**src/b64e_pkg.sv**
```systemverilog
`default_nettype none
// ----------------------------------------------------------------------------
// b64e_pkg
// Shared types, result codes and the base64 alphabet for the stream encoder.
// ----------------------------------------------------------------------------
package b64e_pkg;

    localparam int unsigned BYTE_W      = 8;
    localparam int unsigned CHAR_W      = 7;
    localparam int unsigned KIND_W      = 2;
    localparam int unsigned CNT_W       = 16;
    localparam int unsigned CAP_W       = 16;
    localparam int unsigned COUNT_BITS  = 16;
    localparam int unsigned QUEUE_DEPTH = 4;

    localparam logic [CAP_W-1:0] CAP_RESET = 16'hFFFF;

    // result kinds
    localparam logic [KIND_W-1:0] KIND_CHAR     = 2'd0;
    localparam logic [KIND_W-1:0] KIND_OVERFLOW = 2'd1;
    localparam logic [KIND_W-1:0] KIND_END      = 2'd2;

    localparam logic [CHAR_W-1:0] CHAR_PAD   = 7'h3D;
    localparam logic [CHAR_W-1:0] CHAR_PLUS  = 7'h2B;
    localparam logic [CHAR_W-1:0] CHAR_SLASH = 7'h2F;
    localparam logic [CHAR_W-1:0] CHAR_UPPER = 7'h41;
    localparam logic [CHAR_W-1:0] CHAR_LOWER = 7'h47;  // 'a' minus 26
    localparam logic [CHAR_W-1:0] CHAR_DIGIT = 7'h04;  // 52 minus '0'

    // one unit of work handed from the front to the back
    typedef struct packed {
        logic              grp;     // emit one group of four characters
        logic [1:0]        nbytes;  // bytes in the group, 1 to 3
        logic [BYTE_W-1:0] byte_a;
        logic [BYTE_W-1:0] byte_b;
        logic [BYTE_W-1:0] byte_c;
        logic              ovf;     // overflow result after the group slot
        logic              fin;     // end result after the group
        logic [CNT_W-1:0]  cnt;     // character count for the end result
    } job_t;

    function automatic logic [CHAR_W-1:0] b64_char(input logic [5:0] v);
        logic [CHAR_W-1:0] ch;
        if (v < 6'd26) begin
            ch = CHAR_UPPER + CHAR_W'(v);
        end else if (v < 6'd52) begin
            ch = CHAR_LOWER + CHAR_W'(v);
        end else if (v < 6'd62) begin
            ch = CHAR_W'(v) - CHAR_DIGIT;
        end else if (v == 6'd62) begin
            ch = CHAR_PLUS;
        end else begin
            ch = CHAR_SLASH;
        end
        return ch;
    endfunction

endpackage
`default_nettype wire

```
**src/b64e_front.sv**
```systemverilog
`default_nettype none
// ----------------------------------------------------------------------------
// b64e_front
// Accepts bytes, keeps the pending bytes and count, checks capacity and
// pushes one job per item that causes results.
// ----------------------------------------------------------------------------
module b64e_front #(
    parameter int unsigned COUNT_BITS = b64e_pkg::COUNT_BITS
) (
    input  wire logic                        aclk,
    input  wire logic                        aresetn,
    input  wire logic                        cfg_valid,
    output logic                             cfg_ready,
    input  wire logic [b64e_pkg::CAP_W-1:0]  cfg_out_capacity,
    input  wire logic                        s_valid,
    output logic                             s_ready,
    input  wire logic [b64e_pkg::BYTE_W-1:0] s_data_byte,
    input  wire logic                        s_carries_byte,
    input  wire logic                        s_end_of_stream,
    input  wire logic                        q_full,
    output logic                             q_push,
    output b64e_pkg::job_t                   q_data
);

    localparam int unsigned CMPW = (COUNT_BITS + 1 > b64e_pkg::CAP_W + 1) ?
                                   COUNT_BITS + 1 : b64e_pkg::CAP_W + 1;

    localparam logic [1:0] PHASE_EMPTY = 2'd0;
    localparam logic [1:0] PHASE_ONE   = 2'd1;
    localparam logic [1:0] PHASE_TWO   = 2'd2;

    logic [b64e_pkg::CAP_W-1:0]  cap_reg;
    logic [b64e_pkg::BYTE_W-1:0] first_reg, first_next;
    logic [b64e_pkg::BYTE_W-1:0] second_reg, second_next;
    logic [1:0]                  phase_reg, phase_next;
    logic [COUNT_BITS-1:0]       count_reg, count_next;
    logic                        ovf_reg, ovf_next;

    logic [CMPW-1:0] next_ext;
    logic [CMPW-1:0] cnt_ext;
    logic            room_ok;
    logic            accept;
    b64e_pkg::job_t  job;

    assign cfg_ready = 1'b1;
    assign s_ready   = !q_full;
    assign accept    = s_valid && s_ready;

    // at most one group per item, so the check always sees count_reg
    assign next_ext = CMPW'(count_reg) + CMPW'(4);
    assign room_ok  = (next_ext < CMPW'(cap_reg)) && !next_ext[COUNT_BITS];

    always_comb begin
        first_next  = first_reg;
        second_next = second_reg;
        phase_next  = phase_reg;
        count_next  = count_reg;
        ovf_next    = ovf_reg;
        job         = '0;
        cnt_ext     = '0;

        if (!ovf_reg && s_carries_byte) begin
            case (phase_reg)
                PHASE_EMPTY: begin
                    first_next = s_data_byte;
                    phase_next = PHASE_ONE;
                end
                PHASE_ONE: begin
                    second_next = s_data_byte;
                    phase_next  = PHASE_TWO;
                end
                default: begin
                    phase_next = PHASE_EMPTY;
                    if (room_ok) begin
                        job.grp    = 1'b1;
                        job.nbytes = 2'd3;
                        job.byte_a = first_reg;
                        job.byte_b = second_reg;
                        job.byte_c = s_data_byte;
                        count_next = next_ext[COUNT_BITS-1:0];
                    end else begin
                        job.ovf  = 1'b1;
                        ovf_next = 1'b1;
                    end
                end
            endcase
        end

        if (s_end_of_stream) begin
            if (!ovf_next) begin
                if (phase_next != PHASE_EMPTY) begin
                    if (room_ok) begin
                        job.grp    = 1'b1;
                        job.nbytes = phase_next;
                        job.byte_a = first_next;
                        job.byte_b = (phase_next == PHASE_TWO) ? second_next : '0;
                        job.byte_c = '0;
                        count_next = next_ext[COUNT_BITS-1:0];
                    end else begin
                        job.ovf  = 1'b1;
                        ovf_next = 1'b1;
                    end
                end
                if (!ovf_next) begin
                    cnt_ext = CMPW'(count_next);
                    job.fin = 1'b1;
                    job.cnt = cnt_ext[b64e_pkg::CNT_W-1:0];
                end
            end
            first_next  = '0;
            second_next = '0;
            phase_next  = PHASE_EMPTY;
            count_next  = '0;
            ovf_next    = 1'b0;
        end
    end

    assign q_push = accept && (job.grp || job.ovf || job.fin);
    assign q_data = job;

    always_ff @(posedge aclk) begin
        if (!aresetn) begin
            cap_reg    <= b64e_pkg::CAP_RESET;
            first_reg  <= '0;
            second_reg <= '0;
            phase_reg  <= PHASE_EMPTY;
            count_reg  <= '0;
            ovf_reg    <= 1'b0;
        end else begin
            if (cfg_valid && cfg_ready) begin
                cap_reg <= cfg_out_capacity;
            end
            if (accept) begin
                first_reg  <= first_next;
                second_reg <= second_next;
                phase_reg  <= phase_next;
                count_reg  <= count_next;
                ovf_reg    <= ovf_next;
            end
        end
    end

endmodule
`default_nettype wire

```
**src/b64e_queue.sv**
```systemverilog
`default_nettype none
// ----------------------------------------------------------------------------
// b64e_queue
// Short job queue between the front and the back.
// ----------------------------------------------------------------------------
module b64e_queue (
    input  wire logic           aclk,
    input  wire logic           aresetn,
    input  wire logic           push,
    input  wire b64e_pkg::job_t push_data,
    output logic                full,
    input  wire logic           pop,
    output b64e_pkg::job_t      pop_data,
    output logic                empty
);

    localparam int unsigned DEPTH = b64e_pkg::QUEUE_DEPTH;
    localparam int unsigned PTR_W = $clog2(DEPTH);

    b64e_pkg::job_t   mem [DEPTH];
    logic [PTR_W-1:0] wr_ptr_reg;
    logic [PTR_W-1:0] rd_ptr_reg;
    logic [PTR_W:0]   count_reg;

    assign full     = (count_reg == (PTR_W+1)'(DEPTH));
    assign empty    = (count_reg == '0);
    assign pop_data = mem[rd_ptr_reg];

    always_ff @(posedge aclk) begin
        if (push) begin
            mem[wr_ptr_reg] <= push_data;
        end
    end

    always_ff @(posedge aclk) begin
        if (!aresetn) begin
            wr_ptr_reg <= '0;
            rd_ptr_reg <= '0;
            count_reg  <= '0;
        end else begin
            if (push) begin
                wr_ptr_reg <= wr_ptr_reg + 1'b1;
            end
            if (pop) begin
                rd_ptr_reg <= rd_ptr_reg + 1'b1;
            end
            if (push && !pop) begin
                count_reg <= count_reg + 1'b1;
            end else if (pop && !push) begin
                count_reg <= count_reg - 1'b1;
            end
        end
    end

`ifndef ASSERT_OFF
    a_no_push_full: assert property (@(posedge aclk) disable iff (!aresetn)
        !(push && full))
        else $error("push into a full job queue");

    a_no_pop_empty: assert property (@(posedge aclk) disable iff (!aresetn)
        !(pop && empty))
        else $error("pop from an empty job queue");

    a_count_bound: assert property (@(posedge aclk) disable iff (!aresetn)
        count_reg <= (PTR_W+1)'(DEPTH))
        else $error("job queue count out of range");

    a_count_track: assert property (@(posedge aclk) disable iff (!aresetn)
        (push && !pop) |=> (count_reg == $past(count_reg) + 1'b1))
        else $error("job queue count missed a push");
`endif

endmodule
`default_nettype wire

```
**src/b64e_back.sv**
```systemverilog
`default_nettype none
// ----------------------------------------------------------------------------
// b64e_back
// Takes jobs from the queue and sends their results one per transfer
// through a registered output stage.
// ----------------------------------------------------------------------------
module b64e_back (
    input  wire logic                        aclk,
    input  wire logic                        aresetn,
    input  wire logic                        q_empty,
    input  wire b64e_pkg::job_t              q_data,
    output logic                             q_pop,
    output logic                             m_valid,
    input  wire logic                        m_ready,
    output logic [b64e_pkg::KIND_W-1:0]      m_kind,
    output logic [b64e_pkg::CHAR_W-1:0]      m_out_char,
    output logic [b64e_pkg::CNT_W-1:0]       m_char_count,
    output logic                             m_last_of_run
);

    b64e_pkg::job_t cur_reg;
    logic           cur_valid_reg;
    logic [2:0]     idx_reg;

    logic                          m_valid_reg;
    logic [b64e_pkg::KIND_W-1:0]   kind_reg;
    logic [b64e_pkg::CHAR_W-1:0]   char_reg;
    logic [b64e_pkg::CNT_W-1:0]    cnt_reg;
    logic                          last_reg;

    logic [2:0]                    last_idx;
    logic                          is_char;
    logic [5:0]                    sextet;
    logic [b64e_pkg::CHAR_W-1:0]   ch;
    logic                          out_free;
    logic                          adv;
    logic                          at_last;

    always_comb begin
        if (cur_reg.grp) begin
            last_idx = (cur_reg.ovf || cur_reg.fin) ? 3'd4 : 3'd3;
        end else begin
            last_idx = 3'd0;
        end
    end

    assign is_char = cur_reg.grp && (idx_reg < 3'd4);
    assign at_last = (idx_reg == last_idx);

    always_comb begin
        case (idx_reg[1:0])
            2'd0:    sextet = cur_reg.byte_a[7:2];
            2'd1:    sextet = {cur_reg.byte_a[1:0], cur_reg.byte_b[7:4]};
            2'd2:    sextet = {cur_reg.byte_b[3:0], cur_reg.byte_c[7:6]};
            default: sextet = cur_reg.byte_c[5:0];
        endcase
        ch = b64e_pkg::b64_char(sextet);
        // padding for short groups at the end of a stream
        if (idx_reg[1:0] == 2'd2 && cur_reg.nbytes < 2'd2) begin
            ch = b64e_pkg::CHAR_PAD;
        end
        if (idx_reg[1:0] == 2'd3 && cur_reg.nbytes < 2'd3) begin
            ch = b64e_pkg::CHAR_PAD;
        end
    end

    assign out_free = !m_valid_reg || m_ready;
    assign adv      = cur_valid_reg && out_free;
    assign q_pop    = !q_empty && (!cur_valid_reg || (adv && at_last));

    always_ff @(posedge aclk) begin
        if (!aresetn) begin
            cur_valid_reg <= 1'b0;
            idx_reg       <= '0;
        end else begin
            if (q_pop) begin
                cur_valid_reg <= 1'b1;
                idx_reg       <= '0;
            end else if (adv && at_last) begin
                cur_valid_reg <= 1'b0;
            end else if (adv) begin
                idx_reg <= idx_reg + 1'b1;
            end
        end
    end

    always_ff @(posedge aclk) begin
        if (q_pop) begin
            cur_reg <= q_data;
        end
    end

    always_ff @(posedge aclk) begin
        if (!aresetn) begin
            m_valid_reg <= 1'b0;
        end else if (adv) begin
            m_valid_reg <= 1'b1;
        end else if (m_ready) begin
            m_valid_reg <= 1'b0;
        end
    end

    always_ff @(posedge aclk) begin
        if (adv) begin
            if (is_char) begin
                kind_reg <= b64e_pkg::KIND_CHAR;
                char_reg <= ch;
                cnt_reg  <= '0;
            end else if (cur_reg.ovf) begin
                kind_reg <= b64e_pkg::KIND_OVERFLOW;
                char_reg <= '0;
                cnt_reg  <= '0;
            end else begin
                kind_reg <= b64e_pkg::KIND_END;
                char_reg <= '0;
                cnt_reg  <= cur_reg.cnt;
            end
            last_reg <= at_last;
        end
    end

    assign m_valid       = m_valid_reg;
    assign m_kind        = kind_reg;
    assign m_out_char    = char_reg;
    assign m_char_count  = cnt_reg;
    assign m_last_of_run = last_reg;

`ifndef ASSERT_OFF
    a_idx_range: assert property (@(posedge aclk) disable iff (!aresetn)
        cur_valid_reg |-> (idx_reg <= last_idx))
        else $error("result index past the end of its job");

    a_job_nonempty: assert property (@(posedge aclk) disable iff (!aresetn)
        cur_valid_reg |-> (cur_reg.grp || cur_reg.ovf || cur_reg.fin))
        else $error("job with no results");

    a_tail_exclusive: assert property (@(posedge aclk) disable iff (!aresetn)
        cur_valid_reg |-> !(cur_reg.ovf && cur_reg.fin))
        else $error("job carries both overflow and end");
`endif

endmodule
`default_nettype wire

```
**src/base64_stream_encoder_top.sv**
```systemverilog
`default_nettype none
// ----------------------------------------------------------------------------
// base64_stream_encoder_top
// Streaming base64 encoder with output capacity check and end-of-stream count.
//
// Input channel s_*: one byte per transfer, s_carries_byte marks a real byte,
// s_end_of_stream closes the stream (padding group, then an end result with
// the character count). Output channel m_*: one result per transfer, kind
// character, overflow or end; m_last_of_run flags the last result of an item.
// cfg_*: writes out_capacity; cfg_ready is always high.
// An accepted input writes a job into the queue; the back end loads it into
// its job register, then into the output register that drives m_*. The back
// end sends one result per cycle while m_ready is high; items that cause no
// result push no job. The front end takes an item every cycle while the
// four-entry job queue has room; when the receiver stalls, the output register
// holds and the queue fills, after which s_ready drops.
// Reset clears the stream state, the queue and the output stage, and sets
// out_capacity to 65535.
// ----------------------------------------------------------------------------
module base64_stream_encoder_top #(
    parameter int unsigned COUNT_BITS = b64e_pkg::COUNT_BITS
) (
    input  wire logic                        aclk,
    input  wire logic                        aresetn,
    input  wire logic                        cfg_valid,
    output logic                             cfg_ready,
    input  wire logic [b64e_pkg::CAP_W-1:0]  cfg_out_capacity,
    input  wire logic                        s_valid,
    output logic                             s_ready,
    input  wire logic [b64e_pkg::BYTE_W-1:0] s_data_byte,
    input  wire logic                        s_carries_byte,
    input  wire logic                        s_end_of_stream,
    output logic                             m_valid,
    input  wire logic                        m_ready,
    output logic [b64e_pkg::KIND_W-1:0]      m_kind,
    output logic [b64e_pkg::CHAR_W-1:0]      m_out_char,
    output logic [b64e_pkg::CNT_W-1:0]       m_char_count,
    output logic                             m_last_of_run
);

    logic           q_full;
    logic           q_empty;
    logic           q_push;
    logic           q_pop;
    b64e_pkg::job_t q_in;
    b64e_pkg::job_t q_out;

    b64e_front #(
        .COUNT_BITS(COUNT_BITS)
    ) u_front (
        .aclk             (aclk),
        .aresetn          (aresetn),
        .cfg_valid        (cfg_valid),
        .cfg_ready        (cfg_ready),
        .cfg_out_capacity (cfg_out_capacity),
        .s_valid          (s_valid),
        .s_ready          (s_ready),
        .s_data_byte      (s_data_byte),
        .s_carries_byte   (s_carries_byte),
        .s_end_of_stream  (s_end_of_stream),
        .q_full           (q_full),
        .q_push           (q_push),
        .q_data           (q_in)
    );

    b64e_queue u_queue (
        .aclk      (aclk),
        .aresetn   (aresetn),
        .push      (q_push),
        .push_data (q_in),
        .full      (q_full),
        .pop       (q_pop),
        .pop_data  (q_out),
        .empty     (q_empty)
    );

    b64e_back u_back (
        .aclk          (aclk),
        .aresetn       (aresetn),
        .q_empty       (q_empty),
        .q_data        (q_out),
        .q_pop         (q_pop),
        .m_valid       (m_valid),
        .m_ready       (m_ready),
        .m_kind        (m_kind),
        .m_out_char    (m_out_char),
        .m_char_count  (m_char_count),
        .m_last_of_run (m_last_of_run)
    );

endmodule
`default_nettype wire

```
**config.mk**
```make
export PLATFORM = sky130hd
export DESIGN_NAME = base64_stream_encoder_top
export DESIGN_NICKNAME = d
export VERILOG_FILES = /design/src/b64e_pkg.sv /design/src/b64e_front.sv /design/src/b64e_queue.sv /design/src/b64e_back.sv /design/src/base64_stream_encoder_top.sv
export SDC_FILE = /design/constraint.sdc
export NUM_CORES = 1
export LEC_CHECK = 0
export BUFFER_PORTS_ARGS = -buffer_cell sky130_fd_sc_hd__buf_2
export CAP_MARGIN = 10
export CORE_MARGIN = 5
export CORE_UTILIZATION = 60
export CTS_BUF_LIST = sky130_fd_sc_hd__clkbuf_8
export CTS_CLUSTER_DIAMETER = 30
export DETAILED_ROUTE_END_ITERATION = 10
export PLACE_DENSITY = 0.78
export SYNTH_ARGS = -nofsm -noshare
export SYNTH_HDL_FRONTEND = slang
export SYNTH_SLANG_ARGS = --single-unit
```
**constraint.sdc**
```tcl
create_clock -name aclk -period 4.9 [get_ports aclk]
set_input_delay 0.49 -clock aclk [delete_from_list [all_inputs] [get_ports aclk]]
set_output_delay 0.49 -clock aclk [all_outputs]
set_load 0.01 [all_outputs]
```
# Word-level counts from Yosys, hierarchy flattened
# Memory sizes are Yosys's and may differ from the RTL's. A register that Yosys moved wholly into a read port is not among the register bits.
# Index checks and enable logic that the tools add are counted.
dict set report classes {
  bitwise 3
  eq_ne 8
  reduce_logical 37
  n_lt_le_gt_ge 7
  mux 51
  n_addsub 9
}
# cell count
set op_table {}
lappend op_table {{two-way mux 16 bit} 6}
lappend op_table {{two-way mux 45 bit} 2}
lappend op_table {{two-way mux 28 bit} 3}
lappend op_table {{two-way mux 8 bit} 7}
lappend op_table {{two-way mux 27 bit} 2}
lappend op_table {{two-way mux 7 bit} 3}
lappend op_table {{one-hot mux 6 bit (3 select lines)} 1}
lappend op_table {{adder 16 x 3 -> 17 bit, second input constant} 1}
lappend op_table {{less-than comparator 17 x 16 -> 1 bit} 1}
lappend op_table {{two-way mux 17 bit} 1}
lappend op_table {{two-way mux 1 bit} 15}
lappend op_table {{two-way mux 3 bit} 5}
lappend op_table {{adder 7 x 6 -> 7 bit, first input constant} 2}
lappend op_table {{logical AND 1 bit} 12}
lappend op_table {{less-than comparator 6 bit, second input constant} 2}
lappend op_table {{two-way mux 6 bit} 2}
lappend op_table {{zero test 1 bit} 8}
lappend op_table {{nonzero test 2 bit} 4}
lappend op_table {{subtractor 6 x 3 -> 7 bit, second input constant} 1}
lappend op_table {{adder 3 x 1 -> 3 bit, second input constant} 2}
lappend op_table {{== test 2 bit, second input constant} 3}
lappend op_table {{== test 6 bit, second input constant} 1}
lappend op_table {{less-than comparator 6 x 5 -> 1 bit, second input constant} 1}
lappend op_table {{two-way mux 2 bit} 3}
lappend op_table {{15 further kinds} 27}
dict set report word_totals {
  register_bits 89
  memories 1
  wordCells 133
  ram_bits 180
}
# name words word_bits rd rd_clocked_by_memory_dff wr line
set mem_list {}
lappend mem_list {u_queue.mem 4 45 1 1 1 b64e_queue.sv:20} ;# b64e_pkg::job_t mem [DEPTH];

# Longest topological paths before layout
dict set report logic_depth {
  depth_word 18
  ltp_mapped 14
}

# Cells and area by module
# From an unflattened synthesis, not the netlist that was laid out.
dict set report unflattened {
  hier_cells 932
  hier_area_um2 13456.7
}
# module instances seq_area_each_um2 cells_per_inst area_per_inst_um2
set modules_own_cells {}
lappend modules_own_cells {b64e_queue 1 5585.4 278 6999.2}
lappend modules_own_cells {b64e_front 1 980.9 446 3333.2}
lappend modules_own_cells {b64e_back 1 2232.1 208 3124.2}

# Worst setup path before layout
# No wires, ideal clock.
dict set report synth_timing {
  path_kind {reg2reg}
  start {register u_front.count_reg[2]}
  end {memory u_queue.mem[0][7] (netlist name) (data pin)}
  arrival_time_ns 3.326
  path_stages_with_launch 14
  setup_time_ns 0.187
  required_ns 4.713
  path_buffers 1
  setup_slack_ns 1.386
  path_cell_list {dfxtp_1 -> ha_1 -> nand4_1 -> or2_2 -> clkbuf_1 -> nor2_1 -> xor2_1 -> ha_1 -> a21o_1 -> a21oi_1 -> o211a_2 -> nand3_1 -> or4_1 -> a31oi_1}
}
# item line
set synth_rtl {}
lappend synth_rtl {{start, declared} b64e_front.sv:36} ;# logic [COUNT_BITS-1:0] count_reg, count_next;
lappend synth_rtl {{start signal, assigned} b64e_front.sv:137} ;# count_reg <= count_next;
lappend synth_rtl {{end, declared} b64e_queue.sv:20}

==> metrics <==
post-DR wirelength/cell 19.35 um; antenna violations before repair 0; Starting Density 60.54%; vias in the first global route 7535; Tmin final 4094 ps; peak supply drop 0.2419 mV; share of cells above drive strength 1 21.20%; htree depth 2; Die Span Y 157.7 um; most frequent cells in the layout edfxtp_1, nor2_1, nand2_1; CP Capture Type flip-flop; Placed Area 13670 um2; most common cell after layout, fill and taps aside edfxtp_1; placeable core region 21620 um2; first-pass GRT wire length 40610 um; flop2flop setup slack 810 ps; maximum clock insertion buffer count 3; ANT cells 0; cts bufs inserted 52; Achievable Freq 244.3 MHz; Rows 54; CTS clk-pin slew, worst paths 60 ps; Most used DFF post-synth edfxtp_1; most frequent CP cell ha_1; pin count of the biggest net entering global routing 47; syn_area_per_cell 14.20 um2; total gr overflow 0; hold_buf cts 0; ANT nets after route 0; outcome complete, no violations; IO Port Bufs 58; WP data required 5260 ps; slowest stage cell, crit path or4_1; DPL Wire Length 16850 um; PwrDens 508.6 nW/um2; Root Driver clkbuf_8; Layout Nets 1067; Final Skew 32.65 ps; Sink Count 306; register area share after synthesis 65.53%; Static Leak 0.005303 uW; GRT Overall Usage 20.94%; RD Place Congestion 0.8855; Final Util 68.08%; DR DRC count 0; Largest register FFs 176; Die ar. 24870 um2; clock latency on the worst-skew pair 580 ps; DR pass1 iterations 6; # Max-Cap Violations 0; final setup TNS 0 ps; Syn. warnings 0; Hold Crit Class input pin to flip-flop; final setup fails 0; Post-synth EDFFs 245; final hold violation count 0; Setup Fix Bufs, Post-CTS 0; slowest cell delay on critical path 490 ps; RSZ-0062 raised after global routing no; number of distinct library cells after synthesis 67; Resize count post-CTS 0; Initial DRC Count 835; Syn Std Cell Area 13090 um2; crit-path max FO 22; Horiz. Die Dim 157.7 um; Top-Level Pins 60; Worst Path Arrival 4450 ps; fin area 14720 um2; Routed WL 25670 um; Max Slew Vio Count 0; critical path class flip-flop to flip-flop; Vias/cell 5.969; final cycle utilization of the critical path 83.55%; ys async rst share 0%; CTS tree built; count of filler cells inserted in the layout 1458; #FFs+latches synth 306; Least-Margin Pin Slew 1031 ps; cell count after synthesis 922; Layout area overhead 12.45%; CP cell instances ha_1 -> nand4_1 -> or2_2 -> nor2_1 -> xor2_1 -> ha_1 -> a21o_1 -> a21oi_1 -> o211a_2 -> nand3_1 -> buf_4 -> or4_1 -> a31oi_1; Worst setup SP type flip-flop; slew margin rel. 30.57%; vias 7921
-- kinds of logic after synthesis --
family                     Yosys count  synth area share [%]
DFF                                306                 65.53
and+or+nand+nor                    255                 10.10
AOI/OAI and AO/OA                  170                 9.014
buffers and inverters               85                 2.676
muxes                               52                 8.192
adders and majority gates           31                 3.020
xor gates and xnor gates            21                 1.405
other                                2               0.05737
-- worst max-delay path, delay by kind of cell (launching register included) --
| kind | cells | cell delay [ps] |
|---|---|---|
| simple gates | 5 | 1330 |
| xor+xnor | 1 | 260 |
| compound gates | 4 | 1030 |
| buf+inv | 1 | 240 |
| flops | 1 | 420 |
| fa+ha+maj | 2 | 590 |
-- layer usage --
metal,global-route usage (%),part of all wire (%),up-vias
met5,0,0,-
met4,5.612,1.7,0
met3,5.167,9.2,48
met2,32.21,46,351
met1,30.41,43,3827
li1,-,-,3695
-- through the flow --
stage               worst slack (ps)  total power, uW  std cells  hold WS [ps]
floorplan                       1386             4817        925         442.7
global placement                1022             5225       1231         459.6
detailed placement             840.6             5283       1231         465.5
CTS                            820.2             7557       1327         110.7
global route                   534.3             7877       1327         121.8
finish                         806.1             7486       1327         130.1
-- synth_stat cells (5+ instances only) --
cell	count	area, um2
nor2b_1	15	93.84
nand2_1	60	225.2
a31oi_1	7	43.79
a21oi_1	46	230.2
a21o_1	5	37.54
nor3_1	9	45.04
or4_1	6	45.04
inv_1	36	135.1
buf_2	9	45.04
mux4_2	44	991.0
dfxtp_1	61	1221
o21a_1	5	37.54
xnor2_1	11	96.34
clkbuf_1	26	97.59
nand3_1	26	130.1
mux2i_1	7	70.07
and2_1	36	225.2
nor2_1	62	232.7
a22oi_1	33	247.7
or3_1	7	43.79
o211ai_1	18	135.1
buf_4	5	37.54
nand4_1	6	37.54
xor2_1	10	87.58
nand2b_1	7	43.79
edfxtp_1	245	7357
a222oi_1	6	60.06
o21ai_0	19	95.09
ha_1	30	375.4
buf_1	7	26.28
-- where the power goes --
group | total [uW] | internal (uW) | switching [uW] | leakage (uW)
Combinational | 1690 | 729 | 964 | 0.00193
Sequential | 3530 | 3360 | 171 | 0.00280
Clock | 2260 | 1250 | 1010 | 0.000571
Total | 7490 | 5340 | 2150 | 0.00530
-- cell type report --
cell class	count	area [um2]	share of cell area, %
sequential	306	8581	58.29
clock inverter	42	311.5	2.116
timing repair buffer	74	410.4	2.788
clock buffer	54	743.2	5.049
tap	280	350.3	2.380
multi-input combinational	534	4185	28.43
inverter	37	138.9	0.9435
-- path summary, 6_finish.rpt --
path	from	end	cells past startpoint
worst max-delay path	u_front.count_reg[2]	u_queue.mem[0][7]	13
worst min-delay path	cfg_out_capacity[11]	u_front.cap_reg[11]	3
worst max register to register	u_front.count_reg[2]	u_queue.mem[0][7]	13
worst min register to register	u_front.cap_reg[1]	u_front.cap_reg[1]	2
Power figures use the tool's default switching activity.
